$ cat config.mk
export PLATFORM = sky130hd
export DESIGN_NAME = countdown_timer_click_encoder
export DESIGN_NICKNAME = d
export VERILOG_FILES = /design/src/hdl/tce_pkg.sv /design/src/hdl/tce_button.sv /design/src/hdl/tce_time.sv /design/src/hdl/countdown_timer_click_encoder.sv
export SDC_FILE = /design/constraint.sdc
export NUM_CORES = 1
export LEC_CHECK = 0
export BUFFER_PORTS_ARGS = -buffer_cell sky130_fd_sc_hd__buf_2
export CAP_MARGIN = 20
export CORE_MARGIN = 2
export CORE_UTILIZATION = 50
export DETAILED_ROUTE_END_ITERATION = 10
export PLACE_DENSITY = 0.79
export SLEW_MARGIN = 20
export SYNTH_ARGS = -nofsm -noshare
export SYNTH_HDL_FRONTEND = slang
export SYNTH_SLANG_ARGS = --single-unit
$ cat constraint.sdc
create_clock -name clk -period 13.7 [get_ports clk]
set_clock_uncertainty 0.15 [all_clocks]
set_input_delay 0 -clock clk [delete_from_list [all_inputs] [get_ports clk]]
set_output_delay 0 -clock clk [all_outputs]
set_load 0.005 [all_outputs]
$ cat src/hdl/tce_pkg.sv
// Shared types and constants for the countdown timer with click button and encoder.
// Used by tce_button, tce_time and countdown_timer_click_encoder.
`default_nettype none

package tce_pkg;

  localparam int unsigned ADDR_W = 5;
  localparam int unsigned DATA_W = 32;
  localparam int unsigned MS_W   = 16;
  localparam int unsigned MIN_W  = 7;
  localparam int unsigned SEC_W  = 6;
  localparam int unsigned PCNT_W = 4;

  // Register indexes, byte address is four times the index.
  localparam logic [2:0] REG_DEBOUNCE  = 3'd0;
  localparam logic [2:0] REG_MULTI     = 3'd1;
  localparam logic [2:0] REG_START_MIN = 3'd2;
  localparam logic [2:0] REG_START_SEC = 3'd3;
  localparam logic [2:0] REG_MAX_MIN   = 3'd4;
  localparam logic [2:0] REG_PERIOD    = 3'd5;

  localparam logic [9:0]       RST_DEBOUNCE  = 10'd50;
  localparam logic [10:0]      RST_MULTI     = 11'd500;
  localparam logic [5:0]       RST_START_MIN = 6'd0;
  localparam logic [5:0]       RST_START_SEC = 6'd10;
  localparam logic [MIN_W-1:0] RST_MAX_MIN   = 7'd60;
  localparam logic [MS_W-1:0]  RST_PERIOD    = 16'd1000;

  localparam logic [MS_W-1:0]   MS_SAT    = 16'hFFFF;
  localparam logic [PCNT_W-1:0] PRESS_MAX = 4'd15;
  localparam logic [SEC_W-1:0]  SEC_LAST  = 6'd59;
  localparam logic [SEC_W-1:0]  SEC_SKIP  = 6'd40;

  typedef struct packed {
    logic [9:0]       debounce;
    logic [10:0]      multi;
    logic [5:0]       start_min;
    logic [5:0]       start_sec;
    logic [MIN_W-1:0] max_min;
    logic [MS_W-1:0]  period;
  } cfg_t;

  typedef struct packed {
    logic       min_we;
    logic       sec_we;
    logic [5:0] value;
  } ld_t;

  typedef struct packed {
    logic one_click;
    logic two_click;
  } click_t;

  typedef struct packed {
    logic [MIN_W-1:0] minutes;
    logic [SEC_W-1:0] seconds;
    logic             running;
    logic             paused;
    logic             alarm;
    logic             tick_pulse;
  } res_t;

  function automatic logic [MS_W-1:0] sat_inc(input logic [MS_W-1:0] v, input logic step);
    sat_inc = (step && v != MS_SAT) ? v + 1'b1 : v;
  endfunction

endpackage

`default_nettype wire

$ cat src/hdl/tce_button.sv
// Button debounce, press counting and click classification.
// Depends on tce_pkg; state advances only when en is high.
`default_nettype none

module tce_button (
  input  wire logic          clk,
  input  wire logic          rst_n,
  input  wire logic          en,
  input  wire logic          button_level,
  input  wire logic          ms_tick,
  input  wire tce_pkg::cfg_t cfg,
  output tce_pkg::click_t    click
);
  import tce_pkg::*;

  logic              last_raw_r, last_raw_nxt;
  logic              stable_r, stable_nxt;
  logic [MS_W-1:0]   steady_r, steady_nxt;
  logic [MS_W-1:0]   since_r, since_nxt;
  logic [PCNT_W-1:0] press_r, press_nxt;

  logic [MS_W-1:0]   steady_inc;
  logic [MS_W-1:0]   since_inc;
  logic [PCNT_W-1:0] press_c;
  logic              fire;
  logic              hit;

  always_comb begin
    steady_inc = sat_inc(steady_r, ms_tick);
    since_inc  = sat_inc(since_r, ms_tick);
    steady_nxt = (button_level != last_raw_r) ? '0 : steady_inc;
    fire       = (steady_nxt > {6'd0, cfg.debounce}) && (button_level != stable_r);
    stable_nxt = fire ? button_level : stable_r;
    press_c    = press_r;
    since_nxt  = since_inc;
    if (fire && !button_level) begin
      if (since_inc > {5'd0, cfg.multi}) begin
        press_c = PCNT_W'(1);
      end else if (press_r != PRESS_MAX) begin
        press_c = press_r + 1'b1;
      end
      since_nxt = '0;
    end
    // The press window closes once no new press came within multi_click_ms.
    hit             = (press_c != '0) && (since_nxt >= {5'd0, cfg.multi});
    click.one_click = hit && (press_c == PCNT_W'(1));
    click.two_click = hit && (press_c != PCNT_W'(1));
    press_nxt       = hit ? '0 : press_c;
    last_raw_nxt    = button_level;
  end

  always_ff @(posedge clk) begin
    if (!rst_n) begin
      last_raw_r <= 1'b1;
      stable_r   <= 1'b1;
      steady_r   <= '0;
      since_r    <= '0;
      press_r    <= '0;
    end else if (en) begin
      last_raw_r <= last_raw_nxt;
      stable_r   <= stable_nxt;
      steady_r   <= steady_nxt;
      since_r    <= since_nxt;
      press_r    <= press_nxt;
    end
  end

endmodule

`default_nettype wire

$ cat src/hdl/tce_time.sv
// Time keeping: click actions, encoder set-time stepping, countdown and alarm latch.
// Depends on tce_pkg; state advances when en is high, start loads come from the config port.
`default_nettype none

module tce_time (
  input  wire logic            clk,
  input  wire logic            rst_n,
  input  wire logic            en,
  input  wire logic            enc_a,
  input  wire logic            enc_b,
  input  wire logic            ms_tick,
  input  wire tce_pkg::click_t click,
  input  wire tce_pkg::cfg_t   cfg,
  input  wire tce_pkg::ld_t    ld,
  output tce_pkg::res_t        res
);
  import tce_pkg::*;

  logic [MIN_W-1:0] set_min_r, set_min_nxt, cur_min_r, cur_min_nxt, sav_min_r, sav_min_nxt;
  logic [SEC_W-1:0] set_sec_r, set_sec_nxt, cur_sec_r, cur_sec_nxt, sav_sec_r, sav_sec_nxt;
  logic             stopped_r, stopped_nxt, fresh_r, fresh_nxt, pause_r, pause_nxt;
  logic             savep_r, savep_nxt, prev_a_r, alarm_r, alarm_nxt;
  logic [MS_W-1:0]  since_dec_r, since_dec_nxt;

  logic [MIN_W-1:0] set_min_c, cur_min_c;
  logic [SEC_W-1:0] set_sec_c, cur_sec_c;
  logic             alarm_c, fall, step_up, step_dn, tick;
  logic [MS_W-1:0]  since_inc;

  always_comb begin
    since_inc   = sat_inc(since_dec_r, ms_tick);
    stopped_nxt = stopped_r;
    fresh_nxt   = fresh_r;
    pause_nxt   = pause_r;
    savep_nxt   = savep_r;
    sav_min_nxt = sav_min_r;
    sav_sec_nxt = sav_sec_r;
    set_min_c   = set_min_r;
    set_sec_c   = set_sec_r;
    cur_min_c   = cur_min_r;
    cur_sec_c   = cur_sec_r;
    alarm_c     = alarm_r;
    if (click.one_click) begin
      stopped_nxt = !stopped_r;
      if (fresh_r) begin
        fresh_nxt = 1'b0;
      end else begin
        pause_nxt = !pause_r;
      end
      if (savep_r) begin
        sav_min_nxt = set_min_r;
        sav_sec_nxt = set_sec_r;
        savep_nxt   = 1'b0;
      end
      set_min_c = cur_min_r;
      set_sec_c = cur_sec_r;
    end else if (click.two_click) begin
      stopped_nxt = 1'b1;
      fresh_nxt   = 1'b1;
      pause_nxt   = 1'b0;
      savep_nxt   = 1'b1;
      set_min_c   = sav_min_r;
      set_sec_c   = sav_sec_r;
      cur_min_c   = sav_min_r;
      cur_sec_c   = sav_sec_r;
      alarm_c     = 1'b0;
    end

    fall    = prev_a_r && !enc_a;
    step_up = fall && !enc_b && !pause_nxt;
    step_dn = fall && enc_b && !pause_nxt;

    set_min_nxt   = set_min_c;
    set_sec_nxt   = set_sec_c;
    cur_min_nxt   = cur_min_c;
    cur_sec_nxt   = cur_sec_c;
    since_dec_nxt = since_inc;
    tick          = 1'b0;
    if (stopped_nxt) begin
      if (step_up) begin
        // At or past the maximum minutes the set time wraps to 00:01; seconds from 59 up carry.
        if (set_min_c >= cfg.max_min) begin
          set_min_nxt = '0;
          set_sec_nxt = SEC_W'(1);
        end else if (set_sec_c >= SEC_LAST) begin
          set_min_nxt = set_min_c + 1'b1;
          set_sec_nxt = '0;
        end else begin
          set_sec_nxt = set_sec_c + 1'b1;
        end
      end else if (step_dn) begin
        if (set_min_c == '0 && set_sec_c <= SEC_W'(1)) begin
          set_min_nxt = cfg.max_min;
          set_sec_nxt = '0;
        end else if (set_sec_c == '0) begin
          set_min_nxt = set_min_c - 1'b1;
          set_sec_nxt = SEC_LAST;
        end else if (set_sec_c > SEC_LAST + SEC_W'(1)) begin
          set_sec_nxt = set_sec_c - SEC_SKIP - SEC_W'(1);
        end else begin
          set_sec_nxt = set_sec_c - 1'b1;
        end
      end
      cur_min_nxt = set_min_nxt;
      cur_sec_nxt = set_sec_nxt;
    end else if (since_inc > cfg.period && (cur_min_c != '0 || cur_sec_c != '0)) begin
      tick = 1'b1;
      if (cur_sec_c == '0) begin
        cur_sec_nxt = SEC_LAST;
        cur_min_nxt = cur_min_c - 1'b1;
      end else begin
        cur_sec_nxt = cur_sec_c - 1'b1;
      end
      since_dec_nxt = '0;
    end

    alarm_nxt      = alarm_c || (cur_min_nxt == '0 && cur_sec_nxt == '0);
    res.minutes    = cur_min_nxt;
    res.seconds    = cur_sec_nxt;
    res.running    = !stopped_nxt;
    res.paused     = pause_nxt;
    res.alarm      = alarm_nxt;
    res.tick_pulse = tick;
  end

  always_ff @(posedge clk) begin
    if (!rst_n) begin
      set_min_r   <= {1'b0, RST_START_MIN};
      set_sec_r   <= RST_START_SEC;
      cur_min_r   <= {1'b0, RST_START_MIN};
      cur_sec_r   <= RST_START_SEC;
      sav_min_r   <= '0;
      sav_sec_r   <= '0;
      stopped_r   <= 1'b1;
      fresh_r     <= 1'b1;
      pause_r     <= 1'b0;
      savep_r     <= 1'b1;
      since_dec_r <= '0;
      prev_a_r    <= 1'b0;
      alarm_r     <= 1'b0;
    end else if (ld.min_we || ld.sec_we) begin
      if (ld.min_we) begin
        set_min_r <= {1'b0, ld.value};
        cur_min_r <= {1'b0, ld.value};
      end
      if (ld.sec_we) begin
        set_sec_r <= ld.value;
        cur_sec_r <= ld.value;
      end
    end else if (en) begin
      set_min_r   <= set_min_nxt;
      set_sec_r   <= set_sec_nxt;
      cur_min_r   <= cur_min_nxt;
      cur_sec_r   <= cur_sec_nxt;
      sav_min_r   <= sav_min_nxt;
      sav_sec_r   <= sav_sec_nxt;
      stopped_r   <= stopped_nxt;
      fresh_r     <= fresh_nxt;
      pause_r     <= pause_nxt;
      savep_r     <= savep_nxt;
      since_dec_r <= since_dec_nxt;
      prev_a_r    <= enc_a;
      alarm_r     <= alarm_nxt;
    end
  end

endmodule

`default_nettype wire

$ cat src/hdl/countdown_timer_click_encoder.sv
// Top level of the countdown timer: input register, button and time units,
// result register and the configuration register file. Depends on tce_pkg.
//
// Usage: each input word is one sample of the raw button line, the two encoder
// lines and a one-millisecond tick flag, sent on in_valid/in_ready. Every word
// gives exactly one result word on out_valid/out_ready with the displayed time,
// the running, paused and alarm flags and a tick pulse for the decrement.
// The word is held in the input register, then the button and time logic run
// in a single pass into the result register. Throughput is one word per cycle
// while the receiver takes the results; the input register is freed as soon
// as its word moves into the result register, so a new word is taken while a
// result waits. When the receiver stalls, the result register holds, the input
// register fills and in_ready drops after one more word.
// After reset the set and current time are 00:10, the timer is stopped, the
// alarm is clear and the registers hold their defaults. Configuration is
// written over the APB port; the user must write it only while the block is
// idle, the block itself does not enforce it. A write of the start minutes
// or seconds also loads the set and current time.
`default_nettype none

module countdown_timer_click_encoder (
  input  wire logic                        clk,
  input  wire logic                        rst_n,
  input  wire logic                        in_valid,
  output logic                             in_ready,
  input  wire logic                        in_button_level,
  input  wire logic                        in_enc_a,
  input  wire logic                        in_enc_b,
  input  wire logic                        in_ms_tick,
  output logic                             out_valid,
  input  wire logic                        out_ready,
  output logic [tce_pkg::MIN_W-1:0]        out_minutes,
  output logic [tce_pkg::SEC_W-1:0]        out_seconds,
  output logic                             out_running,
  output logic                             out_paused,
  output logic                             out_alarm,
  output logic                             out_tick_pulse,
  input  wire logic                        psel,
  input  wire logic                        penable,
  input  wire logic                        pwrite,
  input  wire logic [tce_pkg::ADDR_W-1:0]  paddr,
  input  wire logic [tce_pkg::DATA_W-1:0]  pwdata,
  output logic [tce_pkg::DATA_W-1:0]       prdata,
  output logic                             pready
);
  import tce_pkg::*;

  logic   v1_r, v1_nxt;
  logic   btn_r, enc_a_r, enc_b_r, tick_r;
  logic   out_valid_r, out_valid_nxt;
  res_t   res_r, res_c;
  cfg_t   cfg_r;
  ld_t    ld;
  click_t click;
  logic   adv, wr;
  logic [2:0] idx;

  // The word moves on when the result register is empty or being drained.
  assign adv      = v1_r && (!out_valid_r || out_ready);
  assign in_ready = !v1_r || adv;

  always_comb begin
    v1_nxt        = (in_valid && in_ready) || (v1_r && !adv);
    out_valid_nxt = adv || (out_valid_r && !out_ready);
  end

  always_ff @(posedge clk) begin
    if (!rst_n) begin
      v1_r        <= 1'b0;
      out_valid_r <= 1'b0;
    end else begin
      v1_r        <= v1_nxt;
      out_valid_r <= out_valid_nxt;
    end
  end

  always_ff @(posedge clk) begin
    if (in_valid && in_ready) begin
      btn_r   <= in_button_level;
      enc_a_r <= in_enc_a;
      enc_b_r <= in_enc_b;
      tick_r  <= in_ms_tick;
    end
    if (adv) begin
      res_r <= res_c;
    end
  end

  // Configuration register file.
  assign idx       = paddr[ADDR_W-1:2];
  assign wr        = psel && penable && pwrite;
  assign pready    = 1'b1;
  assign ld.min_we = wr && (idx == REG_START_MIN);
  assign ld.sec_we = wr && (idx == REG_START_SEC);
  assign ld.value  = pwdata[5:0];

  always_ff @(posedge clk) begin
    if (!rst_n) begin
      cfg_r.debounce  <= RST_DEBOUNCE;
      cfg_r.multi     <= RST_MULTI;
      cfg_r.start_min <= RST_START_MIN;
      cfg_r.start_sec <= RST_START_SEC;
      cfg_r.max_min   <= RST_MAX_MIN;
      cfg_r.period    <= RST_PERIOD;
    end else if (wr) begin
      case (idx)
        REG_DEBOUNCE:  cfg_r.debounce  <= pwdata[9:0];
        REG_MULTI:     cfg_r.multi     <= pwdata[10:0];
        REG_START_MIN: cfg_r.start_min <= pwdata[5:0];
        REG_START_SEC: cfg_r.start_sec <= pwdata[5:0];
        REG_MAX_MIN:   cfg_r.max_min   <= pwdata[MIN_W-1:0];
        REG_PERIOD:    cfg_r.period    <= pwdata[MS_W-1:0];
        default: begin
        end
      endcase
    end
  end

  always_comb begin
    case (idx)
      REG_DEBOUNCE:  prdata = {22'd0, cfg_r.debounce};
      REG_MULTI:     prdata = {21'd0, cfg_r.multi};
      REG_START_MIN: prdata = {26'd0, cfg_r.start_min};
      REG_START_SEC: prdata = {26'd0, cfg_r.start_sec};
      REG_MAX_MIN:   prdata = {25'd0, cfg_r.max_min};
      REG_PERIOD:    prdata = {16'd0, cfg_r.period};
      default:       prdata = '0;
    endcase
  end

  tce_button u_button (
    .clk          (clk),
    .rst_n        (rst_n),
    .en           (adv),
    .button_level (btn_r),
    .ms_tick      (tick_r),
    .cfg          (cfg_r),
    .click        (click)
  );

  tce_time u_time (
    .clk     (clk),
    .rst_n   (rst_n),
    .en      (adv),
    .enc_a   (enc_a_r),
    .enc_b   (enc_b_r),
    .ms_tick (tick_r),
    .click   (click),
    .cfg     (cfg_r),
    .ld      (ld),
    .res     (res_c)
  );

  assign out_valid      = out_valid_r;
  assign out_minutes    = res_r.minutes;
  assign out_seconds    = res_r.seconds;
  assign out_running    = res_r.running;
  assign out_paused     = res_r.paused;
  assign out_alarm      = res_r.alarm;
  assign out_tick_pulse = res_r.tick_pulse;

  // A decrement only happens while counting down.
  a_tick_running: assert property (@(posedge clk) disable iff (!rst_n)
    out_valid && out_tick_pulse |-> out_running)
    else $error("tick pulse while not running");

  // Pause is only entered from a running countdown, which it stops.
  a_paused_stopped: assert property (@(posedge clk) disable iff (!rst_n)
    out_valid && out_paused |-> !out_running)
    else $error("paused and running together");

  // Reaching 00:00 latches the alarm on the same word.
  a_zero_alarm: assert property (@(posedge clk) disable iff (!rst_n)
    out_valid && out_minutes == '0 && out_seconds == '0 |-> out_alarm)
    else $error("alarm not latched at 00:00");

  // A word taken into the result register leaves a valid result next cycle.
  a_adv_result: assert property (@(posedge clk) disable iff (!rst_n)
    adv |=> out_valid)
    else $error("result lost after advance");

endmodule

`default_nettype wire
Word level (Yosys, flattened, before mapping) --
Cells that the tools add are included.
Storage, ports and cells: bits in registers 177, latch bits 0, bits in writable memories 0, ROM bits 0, bits of input ports 48, output and inout bits 52, word-level logic and storage cells 197, memories 0
Operators by class: $add $sub $neg 12, $mul 0, divide/modulo/power cells 0, order comparisons 8, eq/ne operators 15, shift operators 0, muxes and demuxes 61, bitwise logic cells 1, reductions and logical operators 65
Operators by type and width (count):
- $mux W7 | 19
- $mux W6 | 20
- $mux W16 | 7
- $pmux W16 S6 | 1
- $add A16 B1 Y16 const B | 3
- $ne A16 B16 Y1 const B | 3
- $logic_and A1 B1 Y1 | 24
- $reduce_and A2 Y1 | 10
- $logic_not A6 Y1 | 3
- $sub A6 B1 Y6 const B | 3
- $ge A16 B11 Y1 | 1
- $gt A16 B10 Y1 | 1
- $gt A16 B11 Y1 | 1
- $gt A16 B16 Y1 | 1
- $mux W4 | 4
- $logic_not A7 Y1 | 2
- $sub A7 B1 Y7 const B | 2
- $logic_not A1 Y1 | 11
- $mux W1 | 10
- $add A7 B1 Y7 const B | 1
- $ge A7 B7 Y1 | 1
- $logic_or A1 B1 Y1 | 7
- $reduce_bool A7 Y1 | 1
- $add A6 B1 Y6 const B | 1
- other kinds (20) | 25

Longest topological paths before layout --
Gate-level depths: netlist (run 1).
depth in word-level cells 24, depth in mapped cells 45, gate-level depth less buffers 43

Modules after synthesis --
A second synthesis (run 1) with hierarchy kept.
Second synthesis, totals: cells, all modules 1561, area total of the unflattened synthesis 12529.5 um^2
By module, submodules not included:
- tce_time | instances 1, cells an instance 771, area each 5699.2 um^2
- countdown_timer_click_encoder | instances 1, cells an instance 335, area each 3504.6 um^2
- tce_button | instances 1, cells an instance 455, area each 3325.7 um^2

Least setup slack after synthesis (run 1) --
Ideal clock, no wire load.
kind register -> register, from register u_button.steady_r[12], to register res_r, in the netlist out_alarm, data pin, setup time 270 ps, arrival 9416 ps, path slack 3864 ps, cell stages (with the launch flop) 44, buffers on the path 3, clock period less this slack 9836 ps, path through dfxtp_1 > clkbuf_1 > nand4_1 > or2_2 > o21ai_1 > nor2_1 > nand4_1 > xor2_1 > nor2_1 > ha_1 > a211o_1 > a21oi_1 > o21ai_0 > o21a_1 > nor4_2 > a21oi_2 > clkbuf_1 > nor2b_1 > (+8 left out) > buf_2 > a211oi_2 > ha_1 > nand2b_1 > a21o_1 > a21o_1 > a21oi_1 > nor2b_1 > o21ai_0 > nand2b_1 > a211oi_1 > nand3_1 > or4_1 > nor2b_1 > a31oi_1 > o32ai_1 > or4b_4 > o31ai_1
RTL lines:
- start: declaration | line tce_button.sv:18 | logic [MS_W-1:0] steady_r, steady_nxt;
- start signal: assignment | line tce_button.sv:62 | steady_r <= steady_nxt;
- end signal: assignment | line countdown_timer_click_encoder.sv:85 | res_r <= res_c;
- end: declaration | line countdown_timer_click_encoder.sv:51 | res_t res_r, res_c;

==> flow_metrics.env, run 1 <==
export IMPL_status="finished, final reports clean"
export IMPL_powerDensity_nw_per_um2=88.2
export IMPL_setup_viol=0
export IMPL_yosysUniqueCellTypes=105
export IMPL_clock_latency_ps=460
export IMPL_firstDrtPassIters=5
export IMPL_synth_most_common_cell="nand2_1"
export IMPL_crit_type="reg -> reg"
export IMPL_hold_class="in -> reg"
export IMPL_clkSinkCount=177
export IMPL_grt_overflow_total=0
export IMPL_yosys_area_top_type="dfxtp_1"
export IMPL_syn_area_um2=12700
export IMPL_avgSynthCellArea_um2=7.82
export IMPL_leakage_nw=5.55
export IMPL_wirelength_mm=38.6
export IMPL_synth_flop_cell="dfxtp_1"
export IMPL_path_common_cell="a21oi_1"
export IMPL_synthCells=1619
export IMPL_crit_fanout=15
export IMPL_final_max_slew_viol_count=0
export IMPL_initial_core_util_pct=50.5
export IMPL_clock_fmax_mhz=81.5
export IMPL_seqPwrFrac_pct=44.1
export IMPL_cts_tree="yes"
export IMPL_final_layout_size_suffix_gt1_share_pct=10.0
export IMPL_finalCritPeriodShare_pct=89.6
export IMPL_r2r_end="out_alarm"
export IMPL_regArea_um2=3750
export IMPL_use_met1_pct=40.0
export IMPL_die_area_um2=26600
export IMPL_postLayoutCoreUtil_pct=56.2
export IMPL_synthToLayoutAreaGrowth_pct=11.2
export IMPL_ys_warn_count=0
export IMPL_async_flop_share_pct=0
export IMPL_crit_required_ps=13830
export IMPL_yosys_area_top_type_share_pct=24.7
export IMPL_synth_edf_count=21
export IMPL_busiest_layer="met2"
export IMPL_cpMaxStageDelayCell="a211oi_1"
export IMPL_cts_hold_buffers=32
export IMPL_htreeDepth=4
export IMPL_hp_start="paddr[2]"
export IMPL_viasPerCell=6.24
export IMPL_avgRoutedWirePerCell_um=19.3
export IMPL_min_period_ps=12270
export IMPL_first_iter_violations=1323
export IMPL_switching_share_pct=31.3
export IMPL_max_stage_delay_ps=730
export IMPL_drv_cap=0
export IMPL_r2r_slack_ps=1430
export IMPL_end_kind="flip-flop"
export IMPL_relSlewSlack_pct=20.5
export IMPL_drcViolationCount=0
export IMPL_r2r_cells=41
export IMPL_ys_seq_elements=177
export IMPL_core_area_um2=25000
export IMPL_grt_pass1_wl_mm=61.5
export IMPL_ios=100
export IMPL_multi_input_area_um2=8170
export IMPL_rsz0062_at_grt="false"
export IMPL_yosysSeqAreaShare_pct=29.7
export IMPL_tightest_slew_ps=1180
export IMPL_tns_ps=0
export IMPL_antenna_found_initial=0
export IMPL_yosys_top_cells_area="dfxtp_1 (25%), nand2_1 (8.2%), ha_1 (6.8%)"
export IMPL_critPathArrivalTime_ps=12400
export IMPL_cts_setup_buffers=0
export IMPL_synth_common_cells="nand2_1 (278), dfxtp_1 (156), nor2_1 (104), o21ai_0 (88), inv_1 (83)"
export IMPL_portBuffers=64
export IMPL_clkTransAtPathRegs_ps=90
export IMPL_ir_worst_vdd_mv=0.0696
export IMPL_routabilityCongestion=1.00
export IMPL_hold_ws_ps=51.8
export IMPL_fill_cells=2253
export IMPL_rows=58
export IMPL_ctsResizeCount=0
export IMPL_track_usage_pct=29.1
export IMPL_power_frac_comb_pct=12.6
export IMPL_start_kind="flip-flop"
export IMPL_diodes=0
export IMPL_internal_power_uw=853
export IMPL_clockBufferDepth=2
export IMPL_hold_end="cfg_r[27]"
export IMPL_p_sw_uw=389
export IMPL_grt_max_degree=88
export IMPL_antenna_left=0
export IMPL_num_nets_final=1776
export IMPL_grt_use_met3_pct=4.85
export IMPL_hold_viol=0
export IMPL_fp_dieH_um=163
export IMPL_dp_hpwl_mm=27.2
export IMPL_whs_path_depth=4
export IMPL_grt_pass1_vias=11700
export IMPL_die_width_um=163
export IMPL_pwr_share_clk_pct=43.2
export IMPL_cts_buffers_inserted=17
export IMPL_routed_via_count=12500
export IMPL_met2_usage_pct=45.8
export IMPL_p_total_mw=1.24
export IMPL_cts_root_buf="clkbuf_16"
export IMPL_r2r_start="u_button.steady_r[11]"
[sequential cells by signal, indices dropped and copies added, names as in the netlist, 4 cells and up]
register,count
u_time.sav_min_r,7
u_time.cur_min_r,7
u_button.steady_r,16
u_button.since_r,16
u_time.set_sec_r,6
u_time.sav_sec_r,6
u_button.press_r,4
u_time.set_min_r,7
u_time.cur_sec_r,6
cfg_r,56
u_time.since_dec_r,16
out_seconds,6
out_minutes,7
[power groups by stage]
stage                     Combinational, mW  Sequential [mW]  Clock [mW]
final                                 0.157            0.548       0.537
after global routing                  0.169            0.549       0.560
after CTS                             0.152            0.548       0.538
after detailed placement              0.145            0.560           0
after global placement                0.143            0.559           0
after floorplan                       0.102            0.556           0
[layout make-up]
class / instances / share of cell area [%]
inverter: 84 / 2.25
multi-input combinational: 1266 / 58.0
clock inverter: 15 / 1.60
tap: 330 / 2.93
timing repair buffer: 113 / 5.48
sequential: 177 / 26.7
clock buffer: 17 / 3.02
[how the worst max path moves through the flow]
stage	from	end	slack (ps)	depth (start not counted)
floorplan	u_button.steady_r[12]	out_alarm	3860	43
global route	u_button.steady_r[11]	out_alarm	650	39
detailed placement	u_button.steady_r[11]	out_alarm	1880	41
global placement	u_button.steady_r[11]	out_alarm	1980	41
finish	u_button.steady_r[11]	out_alarm	1430	41
CTS	u_button.steady_r[11]	out_alarm	1810	41
[worst max-delay path, delay by kind of cell, from the launching register on]
kind / cells / cell delay [ps]
DFF: 1 / 490
AOI/OAI and AO/OA: 22 / 6410
buffers and inverters: 1 / 260
xor gates and xnor gates: 1 / 150
adders and majority gates: 3 / 910
and+or+nand+nor: 14 / 3680
[kinds of logic after synthesis]
group | share of synthesized area [%]
AO/OA/AOI/OAI | 24.9
XOR/XNOR | 3.11
adder cells (fa/ha/maj) | 6.82
buffers and inverters | 6.50
flip-flops | 29.7
multiplexers | 3.97
other | 0.0593
AND/OR/NAND/NOR | 25.0
[metrics by stage]
step / area, um2 / setup slack [ps] / cells
floorplan: 12700 / 3860 / 1634
global placement: 13100 / 1980 / 1938
detailed placement: 13100 / 1880 / 1938
CTS: 14100 / 1810 / 2002
global route: 14100 / 646 / 2002
finish: 14100 / 1430 / 2002
[placed cells by master, fill, tap and decap left out, drive strengths merged, types with 8 or more instances in the layout]
master	n
a211oi	9
a21boi	77
a21o	11
a21oi	63
a22oi	8
a31oi	23
and2	36
and3	14
and4	8
buf	81
clkbuf	17
conb	17
dfxtp	156
dlygate4sd3	32
edfxtp	21
ha	69
inv	92
mux2i	33
nand2	278
nand2b	10
nand3	52
nand4	23
nor2	105
nor2b	26
nor3	39
nor4	16
o211ai	35
o21a	16
o21ai	93
o221ai	8
o22ai	8
or3	12
or4	14
xnor2	27
xor2	18
[layer usage]
layer	vias to the layer above	part of all wire (%)
li1	5874	-
met1	5882	43
met2	642	45
met3	96	9.4
met4	0	3.1
met5	-	0
Note: power is estimated with default switching activity, not from simulation.
==> inputs of run 2 (changes only) <==
--- a/config.mk
+++ b/config.mk
@@ -10,7 +10,7 @@
 export CORE_MARGIN = 2
 export CORE_UTILIZATION = 50
 export DETAILED_ROUTE_END_ITERATION = 10
-export PLACE_DENSITY = 0.79
+export PLACE_DENSITY_LB_ADDON = 0.25
 export SLEW_MARGIN = 20
 export SYNTH_ARGS = -nofsm -noshare
 export SYNTH_HDL_FRONTEND = slang
==> flow_metrics.env, run 2 (same netlist as run 1, synthesis figures left out) <==
export IMPL_status="finished, final reports clean"
export IMPL_die_width_um=163
export IMPL_cts_buffers_inserted=17
export IMPL_regMostFlops="cfg_r"
export IMPL_die_area_um2=26600
export IMPL_clock_fmax_mhz=81.7
export IMPL_cts_hold_buffers=32
export IMPL_track_usage_pct=28.9
export IMPL_most_common_layout_cells="nand2_1 (278), dfxtp_1 (156), nor2_1 (102), o21ai_0 (86), inv_1 (82)"
export IMPL_tightest_slew_ps=936
export IMPL_min_period_ps=12240
export IMPL_layout_commonest_cell="nand2_1"
export IMPL_top_layer_used="met4"
export IMPL_wl_met2_mm=16.6
export IMPL_routabilityCongestion=1.02
export IMPL_grt_overflow_total=0
export IMPL_clockBufferDepth=2
export IMPL_clock_latency_ps=460
export IMPL_wl_met3_mm=3.42
export IMPL_grt_pass1_wl_mm=60.6
export IMPL_p_sw_uw=381
export IMPL_final_max_slew_viol_count=0
export IMPL_relSlewSlack_pct=37.6
export IMPL_finalCritPeriodShare_pct=89.4
export IMPL_cts_root_buf="clkbuf_16"
export IMPL_drv_cap=0
export IMPL_hold_ws_ps=58.0
export IMPL_core_area_um2=25000
export IMPL_switching_share_pct=31.1
export IMPL_end_kind="flip-flop"
export IMPL_start_kind="flip-flop"
export IMPL_crit_required_ps=13830
export IMPL_tns_ps=0
export IMPL_avgRoutedWirePerCell_um=19.2
export IMPL_path_common_cell="a21oi_1"
export IMPL_dp_hpwl_mm=26.9
export IMPL_wirelength_mm=38.5
export IMPL_htreeDepth=4
export IMPL_largest_reg_flops=56
export IMPL_wl_met1_mm=17.2
export IMPL_first_iter_violations=1222
export IMPL_postLayoutCoreUtil_pct=56.1
export IMPL_firstDrtPassIters=6
export IMPL_num_nets_final=1776
export IMPL_pwr_share_clk_pct=42.5
export IMPL_setup_viol=0
export IMPL_final_layout_size_suffix_gt1_share_pct=10.0
export IMPL_grt_pass1_vias=11300
export IMPL_cpMaxStageDelayCell="a211oi_1"
export IMPL_hold_viol=0
export IMPL_initial_core_util_pct=50.5
export IMPL_synthToLayoutAreaGrowth_pct=11.0
export IMPL_crit_type="reg -> reg"
export IMPL_ir_worst_vdd_mv=0.0833
export IMPL_critPathArrivalTime_ps=12370
export IMPL_fp_dieH_um=163
export IMPL_antenna_found_initial=0
export IMPL_internal_power_uw=844
export IMPL_rows=58
export IMPL_postLayoutCellArea_um2=14000
export IMPL_placed_area_um2=13100
export IMPL_max_stage_delay_ps=730
export IMPL_portBuffers=64
export IMPL_antenna_left=0
export IMPL_cts_tree="yes"
export IMPL_ctsResizeCount=0
export IMPL_crit_fanout=15
export IMPL_ios=100
export IMPL_cts_setup_buffers=0
export IMPL_drcViolationCount=0
export IMPL_rsz0062_at_grt="false"
export IMPL_leakage_nw=5.54
export IMPL_grt_max_degree=97
export IMPL_clkTransAtPathRegs_ps=90
export IMPL_hold_class="in -> reg"
export IMPL_seqPwrFrac_pct=44.8
export IMPL_routed_via_count=12200
export IMPL_diodes=0
export IMPL_power_frac_comb_pct=12.7
export IMPL_viasPerCell=6.11
export IMPL_clkSinkCount=177
export IMPL_fill_cells=2302
export IMPL_powerDensity_nw_per_um2=87.2
[run 2: metrics by stage]
stage               worst slack [ps]  instances  total power, mW
detailed placement              1750       1938            0.704
global route                     799       2002             1.26
finish                          1460       2002             1.23
global placement                1990       1938            0.702
CTS                             1730       2002             1.22
floorplan                       3860       1634            0.658
[run 2: power groups by stage]
stage / logic, mW / registers, mW / clock network, mW
2_1_floorplan: 0.102 / 0.556 / 0
3_3_place_gp: 0.143 / 0.560 / 0
3_5_place_dp: 0.144 / 0.560 / 0
4_1_cts: 0.151 / 0.548 / 0.525
5_1_grt: 0.169 / 0.550 / 0.545
6_report: 0.155 / 0.549 / 0.521
[run 2: path summary, 6_finish.rpt]
| kind | from | end | slack [ps] | cells after the start |
|---|---|---|---|---|
| max | u_button.steady_r[11] | out_alarm | 1460 | 41 |
| min | paddr[2] | cfg_r[25] | 60 | 4 |
| max reg2reg | u_button.steady_r[11] | out_alarm | 1460 | 41 |
| min reg2reg | cfg_r[28] | cfg_r[28] | 330 | 2 |
[run 2: layer usage]
layer	vias up	global-route usage, %
met2	548	44.7
li1	5873	-
met5	-	0
met4	0	10.3
met3	76	6.30
met1	5729	39.8
[run 2: critical path: cells and delay by family, from the launching register on]
family | cells | cell delay (ps)
xor gates and xnor gates | 1 | 70
and+or+nand+nor | 15 | 4070
AOI/OAI and AO/OA | 22 | 6350
adders and majority gates | 3 | 900
DFF | 1 | 490
[run 2: area by class of cell]
| type | instances | area, um2 | share of cell area [%] |
|---|---|---|---|
| repair buffers | 113 | 771 | 5.49 |
| multi-input cells | 1266 | 8190 | 58.3 |
| clock inverters | 14 | 175 | 1.25 |
| clock buffers | 18 | 429 | 3.06 |
| well taps | 330 | 413 | 2.94 |
| inverters | 84 | 315 | 2.24 |
| flip-flops and latches | 177 | 3750 | 26.7 |
==> inputs of run 3 (changes only) <==
--- a/config.mk
+++ b/config.mk
@@ -7,6 +7,7 @@
 export LEC_CHECK = 0
 export BUFFER_PORTS_ARGS = -buffer_cell sky130_fd_sc_hd__buf_2
 export CAP_MARGIN = 20
+export CORE_ASPECT_RATIO = 0.7
 export CORE_MARGIN = 2
 export CORE_UTILIZATION = 50
 export DETAILED_ROUTE_END_ITERATION = 10
==> flow_metrics.env, run 3 (same netlist as run 1, synthesis figures left out) <==
export IMPL_portBuffers=64
export IMPL_initial_core_util_pct=51.1
export IMPL_final_max_slew_viol_count=0
export IMPL_setup_viol=0
export IMPL_cts_tree="yes"
export IMPL_hold_viol=0
export IMPL_postLayoutCoreUtil_pct=56.9
export IMPL_drv_cap=0
export IMPL_crit_type="reg -> reg"
export IMPL_drcViolationCount=0
export IMPL_cpMaxStageDelayCell="a211oi_1"
export IMPL_powerDensity_nw_per_um2=88.9
export IMPL_dp_hpwl_mm=28.9
export IMPL_tightest_slew_ps=1120
export IMPL_start_kind="flip-flop"
export IMPL_crit_fanout=16
export IMPL_track_usage_pct=30.0
export IMPL_num_nets_final=1775
export IMPL_routabilityCongestion=1.03
export IMPL_internal_power_uw=871
export IMPL_ios=100
export IMPL_most_common_layout_cells="nand2_1 (278), dfxtp_1 (156), nor2_1 (102), o21ai_0 (86), inv_1 (82)"
export IMPL_busiest_layer="met1"
export IMPL_cts_buffers_inserted=17
export IMPL_final_layout_size_suffix_gt1_share_pct=10.1
export IMPL_regMostFlops="cfg_r"
export IMPL_core_area_um2=24700
export IMPL_finalCritPeriodShare_pct=89.3
export IMPL_grt_use_met3_pct=10.0
export IMPL_grt_pass1_vias=11000
export IMPL_antenna_found_initial=0
export IMPL_cts_setup_buffers=0
export IMPL_clock_latency_ps=460
export IMPL_rsz0062_at_grt="false"
export IMPL_viasPerCell=6.18
export IMPL_tns_ps=0
export IMPL_clkSinkCount=177
export IMPL_grt_pass1_wl_mm=62.3
export IMPL_antenna_left=0
export IMPL_leakage_nw=5.56
export IMPL_min_period_ps=12240
export IMPL_pwr_share_clk_pct=43.4
export IMPL_diodes=0
export IMPL_crit_required_ps=13830
export IMPL_end_kind="flip-flop"
export IMPL_path_common_cell="a21oi_1"
export IMPL_fp_dieH_um=137
export IMPL_clock_fmax_mhz=81.7
export IMPL_largest_reg_flops=56
export IMPL_ir_worst_vdd_mv=0.0957
export IMPL_relSlewSlack_pct=25.4
export IMPL_switching_share_pct=30.5
export IMPL_grt_max_degree=104
export IMPL_htreeDepth=4
export IMPL_layout_commonest_cell="nand2_1"
export IMPL_routed_via_count=12300
export IMPL_hold_class="in -> reg"
export IMPL_p_sw_uw=381
export IMPL_met2_usage_pct=40.9
export IMPL_max_stage_delay_ps=760
export IMPL_first_iter_violations=1187
export IMPL_die_area_um2=26600
export IMPL_rows=48
export IMPL_grt_overflow_total=0
export IMPL_ctsResizeCount=0
export IMPL_die_width_um=194
export IMPL_cts_root_buf="clkbuf_16"
export IMPL_avgRoutedWirePerCell_um=20.2
export IMPL_power_frac_comb_pct=12.8
export IMPL_synthToLayoutAreaGrowth_pct=11.3
export IMPL_clkTransAtPathRegs_ps=80
export IMPL_critPathArrivalTime_ps=12370
export IMPL_seqPwrFrac_pct=43.8
export IMPL_use_met1_pct=45.2
export IMPL_status="finished, final reports clean"
export IMPL_firstDrtPassIters=6
export IMPL_wirelength_mm=40.2
export IMPL_clockBufferDepth=2
==> run 3: through the flow <==
step                setup WS (ps)  instance area [um2]  std cells  hold slack (ps)  power [mW]
floorplan                    3860                12700       1634            -51.1       0.658
global placement             1820                13100       1931             30.5       0.706
detailed placement           1820                13100       1932             32.5       0.708
CTS                          1760                14100       1996             91.4        1.25
global route                  611                14100       1996              120        1.29
finish                       1460                14100       1996             92.6        1.25
==> run 3: power groups by stage <==
stage	registers, mW	clock network [mW]	logic, mW
floorplan	0.556	0	0.102
global placement	0.560	0	0.146
detailed placement	0.560	0	0.148
CTS	0.548	0.549	0.154
global route	0.550	0.569	0.173
finish	0.548	0.543	0.161
==> run 3: worst max-delay path, delay by kind of cell, from the launching register on <==
family | cells | cell delay (ps)
and+or+nand+nor | 15 | 4060
AOI/OAI and AO/OA | 22 | 6200
xor gates and xnor gates | 1 | 70
DFF | 1 | 500
adders and majority gates | 3 | 890
buffers and inverters | 1 | 190
==> run 3: layer usage <==
layer  share of wire (%)  routed length, um  vias up
met4                 1.3                523        0
met2                  39              15600      626
met5                   0                  0        -
met1                  47              19000     5754
li1                    -                  -     5895
met3                  13               5140       51
==> run 3: path summary, 6_finish.rpt <==
| path | startpoint | endpoint | slack (ps) | depth (start not counted) |
|---|---|---|---|---|
| max | u_button.steady_r[11] | out_alarm | 1460 | 42 |
| max reg2reg | u_button.steady_r[11] | out_alarm | 1460 | 42 |
| min | paddr[2] | cfg_r[23] | 90 | 3 |
| min reg2reg | cfg_r[23] | cfg_r[23] | 320 | 2 |
==> run 3: area by class of cell <==
cell class | count | area (um2)
clock buffers | 18 | 450
repair buffers | 112 | 763
well taps | 325 | 407
fillers | 2348 | 10700
clock inverters | 14 | 204
multi-input cells | 1266 | 8190
inverters | 84 | 315
flip-flops and latches | 177 | 3750
==> run 3: repair_timing <==
action / 4_1_cts / 5_1_grt
hold endpoints to repair: 106 / 0
hold buffers: 32 / 0
endpoints found under the setup margin: 0 / 0
